===== src/lirp_pkg.sv =====
`default_nettype none

package lirp_pkg;

  localparam int unsigned RATE_W          = 18;
  localparam int unsigned DEF_MAX_RATIO   = 16;
  localparam int unsigned DEF_SAMPLE_BITS = 16;
  localparam int unsigned CFG_IDX_W       = 2;

  localparam logic [CFG_IDX_W-1:0] CFG_INPUT_RATE   = 2'd0;
  localparam logic [CFG_IDX_W-1:0] CFG_OUTPUT_RATE  = 2'd1;
  localparam logic [CFG_IDX_W-1:0] CFG_PASS_THROUGH = 2'd2;

  localparam logic [RATE_W-1:0] RST_INPUT_RATE  = 18'd8000;
  localparam logic [RATE_W-1:0] RST_OUTPUT_RATE = 18'd48000;

  // handshake between the sequencer and the divider
  typedef struct packed {
    logic start;
  } div_req_t;

  typedef struct packed {
    logic done;
    logic busy;
  } div_stat_t;

endpackage

`default_nettype wire


===== src/lirp_div.sv =====
`default_nettype none

// signed numerator over unsigned rate, one quotient bit per cycle,
// truncated toward zero; the quotient magnitude must fit SAMPLE_BITS bits
module lirp_div #(
  parameter int unsigned SAMPLE_BITS = lirp_pkg::DEF_SAMPLE_BITS,
  parameter int unsigned NUM_W       = lirp_pkg::DEF_SAMPLE_BITS + lirp_pkg::RATE_W + 2
) (
  input  wire                                 clk_i,
  input  wire                                 rst_ni,
  input  lirp_pkg::div_req_t                  req_i,
  input  wire  logic signed [NUM_W-1:0]       num_i,
  input  wire  logic [lirp_pkg::RATE_W-1:0]   den_i,
  output lirp_pkg::div_stat_t                 stat_o,
  output logic signed [SAMPLE_BITS-1:0]       quot_o
);

  localparam int unsigned RW    = lirp_pkg::RATE_W;
  localparam int unsigned CNT_W = $clog2(SAMPLE_BITS + 1);

  logic                   busy_q, busy_d;
  logic [CNT_W-1:0]       cnt_q, cnt_d;
  logic [RW-1:0]          rem_q, rem_d;
  logic [SAMPLE_BITS-1:0] quo_q, quo_d;
  logic                   neg_q, neg_d;

  logic [NUM_W-1:0]       mag;
  logic [RW:0]            trial;
  logic                   fits;

  assign mag   = num_i[NUM_W-1] ? NUM_W'(-num_i) : NUM_W'(num_i);
  assign trial = {rem_q, quo_q[SAMPLE_BITS-1]};
  assign fits  = trial >= {1'b0, den_i};

  always_comb begin
    busy_d = busy_q;
    cnt_d  = cnt_q;
    rem_d  = rem_q;
    quo_d  = quo_q;
    neg_d  = neg_q;
    if (req_i.start) begin
      busy_d = 1'b1;
      cnt_d  = CNT_W'(SAMPLE_BITS);
      rem_d  = mag[SAMPLE_BITS +: RW];
      quo_d  = mag[SAMPLE_BITS-1:0];
      neg_d  = num_i[NUM_W-1];
    end else if (busy_q) begin
      if (cnt_q == '0) begin
        busy_d = 1'b0;
      end else begin
        cnt_d = cnt_q - 1'b1;
        rem_d = fits ? RW'(trial - {1'b0, den_i}) : trial[RW-1:0];
        quo_d = {quo_q[SAMPLE_BITS-2:0], fits};
      end
    end
  end

  always_ff @(posedge clk_i or negedge rst_ni) begin
    if (!rst_ni) begin
      busy_q <= 1'b0;
      cnt_q  <= '0;
    end else begin
      busy_q <= busy_d;
      cnt_q  <= cnt_d;
    end
  end

  always_ff @(posedge clk_i) begin
    rem_q <= rem_d;
    quo_q <= quo_d;
    neg_q <= neg_d;
  end

  assign stat_o.busy = busy_q;
  assign stat_o.done = busy_q && (cnt_q == '0);
  assign quot_o      = neg_q ? $signed(-quo_q) : $signed(quo_q);

endmodule

`default_nettype wire


===== src/linear_interp_upsampler.sv =====
`default_nettype none

// channel  | direction | handshake              | payload
// input    | in        | in_valid_i / in_stall_o   | sample_i, frame_end_i
// output   | out       | out_valid_o / out_stall_i | out_sample_o, last_o, rate_error_o
// config   | in        | cfg_we_i                  | cfg_idx_i, cfg_data_i
//
// one item at a time: in_stall_o is low only while the sequencer is idle.
// pass-through, equal rates or a bad ratio: each item goes straight to the bypass emit state.
// each interpolated output goes through the shared multiplier (two passes)
// and the bit-serial divider before its emit state; each repeated tail
// output goes through the tail and tail emit states.
// a stalled output register holds the sequencer in its emit state.
// reset clears the rates to their defaults and the frame state.
module linear_interp_upsampler #(
  parameter int unsigned MAX_RATIO   = lirp_pkg::DEF_MAX_RATIO,
  parameter int unsigned SAMPLE_BITS = lirp_pkg::DEF_SAMPLE_BITS
) (
  input  wire                                   clk_i,
  input  wire                                   rst_ni,
  input  wire                                   in_valid_i,
  output logic                                  in_stall_o,
  input  wire  logic signed [SAMPLE_BITS-1:0]   sample_i,
  input  wire                                   frame_end_i,
  output logic                                  out_valid_o,
  input  wire                                   out_stall_i,
  output logic signed [SAMPLE_BITS-1:0]         out_sample_o,
  output logic                                  last_o,
  output logic                                  rate_error_o,
  input  wire                                   cfg_we_i,
  input  wire  logic [lirp_pkg::CFG_IDX_W-1:0]  cfg_idx_i,
  input  wire  logic [lirp_pkg::RATE_W-1:0]     cfg_data_i
);

  localparam int unsigned RW      = lirp_pkg::RATE_W;
  localparam int unsigned PH_W    = RW + 2;
  localparam int unsigned NUM_W   = SAMPLE_BITS + RW + 2;
  localparam int unsigned PROD_W  = SAMPLE_BITS + RW + 1;
  localparam int unsigned RATIO_W = $clog2(MAX_RATIO + 1);
  localparam int unsigned LIM_W   = RW + RATIO_W;

  typedef enum logic [9:0] {
    S_IDLE      = 10'b0000000001,
    S_LOOP      = 10'b0000000010,
    S_MULA      = 10'b0000000100,
    S_MULB      = 10'b0000001000,
    S_DLOAD     = 10'b0000010000,
    S_DIV       = 10'b0000100000,
    S_EMIT_INT  = 10'b0001000000,
    S_TAIL      = 10'b0010000000,
    S_EMIT_TAIL = 10'b0100000000,
    S_EMIT_BYP  = 10'b1000000000
  } state_e;

  state_e state_q, state_d;

  // configuration
  logic [RW-1:0] ir_q, ir_d;
  logic [RW-1:0] or_q, or_d;
  logic          pass_q, pass_d;

  // frame state
  logic                          have_prev_q, have_prev_d;
  logic signed [SAMPLE_BITS-1:0] prev_q, prev_d;
  logic [RW-1:0]                 phase_q, phase_d;

  // per item working registers
  logic signed [SAMPLE_BITS-1:0] b_q, b_d;
  logic                          fe_q, fe_d;
  logic                          err_q, err_d;
  logic [PH_W-1:0]               ph_q, ph_d;
  logic signed [PROD_W-1:0]      prod_q, prod_d;
  logic signed [NUM_W-1:0]       num_q, num_d;
  logic signed [SAMPLE_BITS-1:0] res_q, res_d;

  // output register
  logic                          ovalid_q, ovalid_d;
  logic signed [SAMPLE_BITS-1:0] osample_q, osample_d;
  logic                          olast_q, olast_d;
  logic                          oerr_q, oerr_d;

  logic [LIM_W-1:0]              ir_lim;
  logic                          bad;
  logic                          bypass;
  logic                          out_free;
  logic [PH_W-1:0]               ir_ext, or_ext;
  logic [PH_W-1:0]               nxt;
  logic [PH_W-1:0]               ph_sub;
  logic                          last_int;
  logic                          last_tail;
  logic                          tail_more;

  logic signed [SAMPLE_BITS-1:0] mul_x;
  logic [RW-1:0]                 mul_y;
  logic signed [PROD_W-1:0]      mul_p;

  lirp_pkg::div_req_t            div_req;
  lirp_pkg::div_stat_t           div_stat;
  logic signed [SAMPLE_BITS-1:0] div_quot;

  lirp_div #(
    .SAMPLE_BITS (SAMPLE_BITS),
    .NUM_W       (NUM_W)
  ) u_div (
    .clk_i  (clk_i),
    .rst_ni (rst_ni),
    .req_i  (div_req),
    .num_i  (num_q),
    .den_i  (or_q),
    .stat_o (div_stat),
    .quot_o (div_quot)
  );

  assign ir_lim = LIM_W'(ir_q) * LIM_W'(MAX_RATIO);
  assign bad    = (ir_q == '0) || (or_q < ir_q) || (LIM_W'(or_q) > ir_lim);
  assign bypass = pass_q || bad || (ir_q == or_q);

  assign out_free = !ovalid_q || !out_stall_i;
  assign ir_ext   = PH_W'(ir_q);
  assign or_ext   = PH_W'(or_q);
  assign nxt      = ph_q + ir_ext;
  assign ph_sub   = have_prev_q ? PH_W'(ph_q - or_ext) : '0;

  // last interpolated output of a frame only if the tail adds nothing
  assign last_int  = fe_q && (nxt >= or_ext) && (PH_W'(nxt - or_ext + ir_ext) > or_ext);
  assign last_tail = PH_W'(nxt + ir_ext) > or_ext;
  assign tail_more = nxt <= or_ext;

  // one multiplier shared by both terms of the weighted sum
  assign mul_x = (state_q == S_MULA) ? prev_q : b_q;
  assign mul_y = (state_q == S_MULA) ? RW'(or_q - ph_q[RW-1:0]) : ph_q[RW-1:0];
  assign mul_p = mul_x * $signed({1'b0, mul_y});

  always_comb begin
    state_d     = state_q;
    have_prev_d = have_prev_q;
    prev_d      = prev_q;
    phase_d     = phase_q;
    b_d         = b_q;
    fe_d        = fe_q;
    err_d       = err_q;
    ph_d        = ph_q;
    prod_d      = prod_q;
    num_d       = num_q;
    res_d       = res_q;
    ovalid_d    = ovalid_q && out_stall_i;
    osample_d   = osample_q;
    olast_d     = olast_q;
    oerr_d      = oerr_q;
    div_req     = '0;

    unique case (state_q)
      S_IDLE: begin
        if (in_valid_i) begin
          b_d  = sample_i;
          fe_d = frame_end_i;
          if (bypass) begin
            err_d       = !pass_q && bad;
            have_prev_d = 1'b0;
            phase_d     = '0;
            prev_d      = '0;
            state_d     = S_EMIT_BYP;
          end else begin
            ph_d    = have_prev_q ? PH_W'(phase_q) : '0;
            state_d = S_LOOP;
          end
        end
      end
      S_LOOP: begin
        if (have_prev_q && (ph_q < or_ext)) begin
          state_d = S_MULA;
        end else begin
          ph_d        = ph_sub;
          prev_d      = b_q;
          have_prev_d = 1'b1;
          if (fe_q) begin
            state_d = S_TAIL;
          end else begin
            phase_d = ph_sub[RW-1:0];
            state_d = S_IDLE;
          end
        end
      end
      S_MULA: begin
        prod_d  = mul_p;
        state_d = S_MULB;
      end
      S_MULB: begin
        num_d   = NUM_W'(prod_q) + NUM_W'(mul_p);
        state_d = S_DLOAD;
      end
      S_DLOAD: begin
        div_req.start = 1'b1;
        state_d       = S_DIV;
      end
      S_DIV: begin
        if (div_stat.done) begin
          res_d   = div_quot;
          state_d = S_EMIT_INT;
        end
      end
      S_EMIT_INT: begin
        if (out_free) begin
          ovalid_d  = 1'b1;
          osample_d = res_q;
          olast_d   = last_int;
          oerr_d    = 1'b0;
          ph_d      = nxt;
          state_d   = S_LOOP;
        end
      end
      S_TAIL: begin
        if (tail_more) begin
          state_d = S_EMIT_TAIL;
        end else begin
          have_prev_d = 1'b0;
          phase_d     = '0;
          state_d     = S_IDLE;
        end
      end
      S_EMIT_TAIL: begin
        if (out_free) begin
          ovalid_d  = 1'b1;
          osample_d = b_q;
          olast_d   = last_tail;
          oerr_d    = 1'b0;
          ph_d      = nxt;
          state_d   = S_TAIL;
        end
      end
      S_EMIT_BYP: begin
        if (out_free) begin
          ovalid_d  = 1'b1;
          osample_d = b_q;
          olast_d   = fe_q;
          oerr_d    = err_q;
          state_d   = S_IDLE;
        end
      end
      default: begin
        state_d = S_IDLE;
      end
    endcase
  end

  always_comb begin
    ir_d   = ir_q;
    or_d   = or_q;
    pass_d = pass_q;
    if (cfg_we_i) begin
      unique case (cfg_idx_i)
        lirp_pkg::CFG_INPUT_RATE:   ir_d   = cfg_data_i;
        lirp_pkg::CFG_OUTPUT_RATE:  or_d   = cfg_data_i;
        lirp_pkg::CFG_PASS_THROUGH: pass_d = cfg_data_i[0];
        default: begin
        end
      endcase
    end
  end

  always_ff @(posedge clk_i or negedge rst_ni) begin
    if (!rst_ni) begin
      state_q     <= S_IDLE;
      ir_q        <= lirp_pkg::RST_INPUT_RATE;
      or_q        <= lirp_pkg::RST_OUTPUT_RATE;
      pass_q      <= 1'b0;
      have_prev_q <= 1'b0;
      prev_q      <= '0;
      phase_q     <= '0;
      ovalid_q    <= 1'b0;
    end else begin
      state_q     <= state_d;
      ir_q        <= ir_d;
      or_q        <= or_d;
      pass_q      <= pass_d;
      have_prev_q <= have_prev_d;
      prev_q      <= prev_d;
      phase_q     <= phase_d;
      ovalid_q    <= ovalid_d;
    end
  end

  always_ff @(posedge clk_i) begin
    b_q       <= b_d;
    fe_q      <= fe_d;
    err_q     <= err_d;
    ph_q      <= ph_d;
    prod_q    <= prod_d;
    num_q     <= num_d;
    res_q     <= res_d;
    osample_q <= osample_d;
    olast_q   <= olast_d;
    oerr_q    <= oerr_d;
  end

  assign in_stall_o   = (state_q != S_IDLE);
  assign out_valid_o  = ovalid_q;
  assign out_sample_o = osample_q;
  assign last_o       = olast_q;
  assign rate_error_o = oerr_q;

endmodule

`default_nettype wire


===== config.mk =====
export PLATFORM = sky130hd
export DESIGN_NAME = linear_interp_upsampler
export DESIGN_NICKNAME = d
export VERILOG_FILES = /design/src/lirp_pkg.sv /design/src/lirp_div.sv /design/src/linear_interp_upsampler.sv
export SDC_FILE = /design/constraint.sdc
export NUM_CORES = 2
export LEC_CHECK = 0
export BUFFER_PORTS_ARGS = -buffer_cell sky130_fd_sc_hd__buf_2
export CAP_MARGIN = 20
export CORE_MARGIN = 8
export CORE_UTILIZATION = 25
export CTS_CLUSTER_SIZE = 30
export DETAILED_ROUTE_END_ITERATION = 8
export GPL_TIMING_DRIVEN = 0
export MAX_ROUTING_LAYER = met4
export SYNTH_ARGS = -nofsm -noshare
export SYNTH_HDL_FRONTEND = slang
export SYNTH_SLANG_ARGS = --single-unit

===== constraint.sdc =====
create_clock -name clk_i -period 30.4 [get_ports clk_i]
set_input_delay 4.56 -clock clk_i [delete_from_list [all_inputs] [get_ports clk_i]]
set_output_delay 4.56 -clock clk_i [all_outputs]
set_load 0.05 [all_outputs]

# Word level (Yosys, flattened, before mapping)
# Cells that the tools add are included.
# word_totals
ff_bits,267
inputBits,42
out_inout_bits,20
word_cells,174
# op_classes
n_addsub,11
mul,1
magnitude_cmp,8
eq_ne,27
muxes,62
n_reduce_logical,42
# op_table
op,n
$mux W18,11
$mux W16,10
$mux W20,5
$pmux W10 S10,1
$pmux W16 S2,2
$add A20 B18 Y20,3
$mux W10,6
$pmux W20 S3,1
$pmux W18 S3,1
$gt A20 B18 Y1,2
$sub A20 B18 Y20,2
$add A35 B35 Y36,1
$sub A18 B18 Y18,2
$mul A16 B19 Y35,1
$mux W34,1
$neg A34 Y34,1
$gt A18 B22 Y1,1
$ne A2 B2 Y1 const B,11
$ge A20 B18 Y1,1
$le A20 B18 Y1,1
$lt A20 B18 Y1,1
$ge A19 B18 Y1,1
$eq A18 B18 Y1,1
$logic_not A18 Y1,1
37 further kinds,83

# Depth between registers and ports, before layout
# logic_depth
depth_word,8
mapped_depth,47
mapped_depth_nobuf,47

# Modules after synthesis
# A second synthesis with hierarchy kept.
# hier_totals
cells_unflattened,3324
area_unflattened_um2,30935.9
# modules_own_cells
module,n_inst,cells_each,area_each_um2,seq_area_each_um2
linear_interp_upsampler,1,2876,26907.1,6388.6
lirp_div,1,448,4028.9,1201.2

# Worst setup path before layout
# No wires, ideal clock.
# synth_timing
kind,flip-flop to flip-flop
from,reg or_q[0]
to,"reg num_q[31], data pin"
setup_ps,258
t_arrival_ps,9649
required_time_ps,30142
path_slack_ps,20493
path_stages_with_launch,43
path_buffers,0
synth_period_minus_slack_ps,9907
cell_sequence,dfrtp_1 inv_1 ha_1 fa_1 nor2b_1 o21ai_0 a21oi_1 o21ai_1 a21boi_0 o21ai_1 a21oi_1 nor3_1 o31ai_2 nand2_1 fa_1 fa_1 fa_1 fa_1 (+7 left out) a21oi_1 nor2_1 o311a_1 a211o_1 a21oi_1 o21bai_1 a21oi_1 xnor2_1 ha_1 a21o_1 a21o_1 a21oi_1 o21ai_0 a2111oi_0 a31oi_1 a21o_1 a21oi_1 xnor2_1
# synth_between
elab_chain_len,4
# synth_lines
element,line,text
start: declaration,linear_interp_upsampler.sv:59,"logic [RW-1:0] or_q, or_d;"
start signal: assignment,linear_interp_upsampler.sv:265,or_q <= lirp_pkg::RST_OUTPUT_RATE;
start signal: assignment,linear_interp_upsampler.sv:274,or_q <= or_d;
$sub A18 B18 Y18,linear_interp_upsampler.sv:131,assign mul_y = (state_q == S_MULA) ? RW'(or_q - ph_q[RW-1:0]) : ph_q[RW-1:0];
$mux W18,linear_interp_upsampler.sv:131,
$mul A16 B19 Y35,linear_interp_upsampler.sv:132,"assign mul_p = mul_x * $signed({1'b0, mul_y});"
via mul_p[20],linear_interp_upsampler.sv:95,logic signed [PROD_W-1:0] mul_p;
$add A35 B35 Y36,linear_interp_upsampler.sv:189,num_d = NUM_W'(prod_q) + NUM_W'(mul_p);
end signal: assignment,linear_interp_upsampler.sv:289,num_q <= num_d;
end: declaration,linear_interp_upsampler.sv:73,"logic signed [NUM_W-1:0] num_q, num_d;"
# The timed path passes the listed nets, and every way through them passes these cells.
# A chain may end at the register's enable or synchronous reset.

# Worst setup path in the final report
# layout_timing
from,reg or_q[1]
to,"reg num_q[35], data pin"
# The elaborated chain is that of the path after synthesis.

==> impl_metrics.toml <==
[drt]
drc = 0
vias_per_cell = 4.92
vias = 25000
totalWireLength_mm = 98.1
dr.pass1.iters = 6
wire_per_inst_um = 19.3
dr.first_iter.drc_count = 2034
ant_nets = 0

[floorplan]
die_w_um = 367
num_rows = 129
io_pins = 62
dieHeight_um = 367
core_um2 = 123000
die_area_um2 = 135000
start_util = 0.251

[sta]
final_max_slew_viol_count = 0
finalClockSkew_ns = 0.0296
fmax_mhz = 75.3
period_share = 0.437
slew_headroom = 0.179
fin_crit_ns = 13.28
setup_tns_ns = 0
rsz0062_at_grt = "false"
finalHoldViolCount = 0
setup_viol = 0
tightest_slew_ns = 1.20

[worst_setup_path]
crit_required_ns = 30.69
r2r_end = "num_q[35]"
cp_slowest_cell = "dfrtp_1"
cp-end-kind = "flop"
slowest_delay_ns = 0.81
crit_path_start = "or_q[1]"
critPathArrivalTime_ns = 13.57
critical_path_peak_fanout = 10
reg2reg_depth = 40
startpoint_type = "flop"
worstSetupPathType = "flop to flop"
rrSetupSlack_ns = 17.12
r2r_start = "or_q[1]"

[global_route]
grt-ovfl-total = 0
grt_max_degree = 52
gr-usage-all-layers = 0.145
grt_pass1_wl_mm = 149
grt_pass1_vias = 24600
antenna_found_initial = 3

[cts]
numClockSinks = 266
post_cts_resized = 0
cts_buffer_depth = 3
clk-insertion-delay-late_ns = 0.55
numCtsBuffers = 34
cts-root-buf = "clkbuf_16"
cts.clk_slew.worst_paths_ns = 0.06
ctsHoldBuffers = 0
cts_setup_buffers = 0
cts_max_level = 2
cts_tree = "yes"

[logic_synthesis]
avgSynthCellArea_um2 = 9.33
ys_ff_latch = 266
netlist_top_cells_area = "edfxtp_1 17%, fa_1 16%, ha_1 15%"
synth_area_leader_cell = "edfxtp_1"
syn_nets = 3971
synth_top_area_share = 0.172
synthFlopType = "edfxtp_1"
netlist_area_um2 = 30800
synth_edf_count = 177
ys_warn_count = 0
ys_async_sr_fraction = 0.335
synth_commonest_cells = "415 x inv_1, 377 x ha_1, 336 x nand2_1, 258 x nor2_1, 246 x fa_1"
synth_most_common_cell = "inv_1"
synthesis.instances = 3306
seq_area_frac_synth = 0.245
synth.distinct_cells = 96

[outcome]
status = "finished clean"

[hold_path]
min_path_type = "flop to flop"
hold_start = "phase_q[17]"
hold-path-cell-count = 1
whs_endpoint = "phase_q[17]"

[job]
maxCapViolations = 0

[final_layout]
ff_latch_area_um2 = 7560
nFillCells = 13100
fin_util = 0.281
nets = 4086
multi_input_area_um2 = 21300
diodes = 0
final_layout_size_suffix_gt1_frac = 0.0824
area_delta_synth_final_pct = 12.0

[placed_design]
gp_congestion = 0.958
detailed_place_hpwl_mm = 81.6
place.port_buffers = 61
worst max-delay path, delay by kind of cell (launching register included):
kind	cells	cell delay, ns
compound gates	16	4.73
fa+ha+maj	9	4.25
buf+inv	7	1.34
simple gates	5	0.82
flops	1	0.81
mux	1	0.76
xor+xnor	2	0.29
per-stage QoR:
step           cell area, um2  instances  worst slack, ns  hold slack, ns
2_1_floorplan           30800       3306            20.49           0.459
3_3_place_gp            33200       5004            17.39           0.469
3_5_place_dp            33400       5016            17.42           0.484
4_1_cts                 34500       5076            17.34           0.498
5_1_grt                 34600       5082            16.59           0.516
6_report                34600       5082            17.12           0.500
how the worst max path moves through the flow:
stage / to / slack [ns] / cells after the start
after floorplan: num_q[31] / 20.49 / 42
after global placement: num_q[35] / 17.39 / 40
after detailed placement: num_q[35] / 17.42 / 40
after CTS: num_q[35] / 17.34 / 40
after global routing: num_q[35] / 16.59 / 40
final: num_q[35] / 17.12 / 40
state kept, by name, indices dropped and copies added (netlist names), 16 cells and up:
| signal | count |
|---|---|
| ir_q | 18 |
| phase_q | 18 |
| b_q | 16 |
| u_div.quo_q | 16 |
| prod_q | 35 |
| ph_q | 20 |
| out_sample_o | 16 |
| res_q | 16 |
| prev_q | 16 |
| u_div.rem_q | 18 |
| or_q | 18 |
| num_q | 35 |
cell usage in the layout, fill, tap and decap left out, types with 43 or more instances in the layout:
| cell type | instances |
|---|---|
| a21o_1 | 78 |
| fa_1 | 246 |
| ha_1 | 377 |
| edfxtp_1 | 177 |
| inv_1 | 415 |
| o21ai_0 | 162 |
| mux2i_1 | 44 |
| xor2_1 | 57 |
| buf_2 | 84 |
| clkbuf_1 | 59 |
| xnor2_1 | 133 |
| a22o_1 | 43 |
| a21oi_1 | 164 |
| nor2_1 | 257 |
| nand2_1 | 335 |
| dfrtp_1 | 75 |
cells by family after synthesis:
kind of cell,share of synthesized area
and+or+nand+nor,0.132
AOI/OAI and AO/OA,0.161
adders and majority gates,0.313
buffers and inverters,0.0639
DFF,0.245
xor gates and xnor gates,0.0550
muxes,0.0305
layout make-up:
class / instances / share of cell area
Multi-Input combinational cell: 2533 / 0.617
Sequential cell: 266 / 0.219
Tap cell: 1637 / 0.0593
Inverter: 416 / 0.0452
Clock buffer: 42 / 0.0267
Timing Repair Buffer: 79 / 0.0144
Buffer: 91 / 0.0119
Clock inverter: 18 / 0.00659
routing by layer:
| layer | track usage | part of all wire | vias to the layer above |
|---|---|---|---|
| li1 | - | - | 11700 |
| met1 | 0.201 | 0.46 | 12300 |
| met2 | 0.213 | 0.43 | 889 |
| met3 | 0.0235 | 0.073 | 175 |
| met4 | 0.0483 | 0.038 | 0 |
| met5 | - | 0 | - |
Power is not shown: default switching activity piles up to over one toggle a cycle in this logic, so the estimate is an artifact.
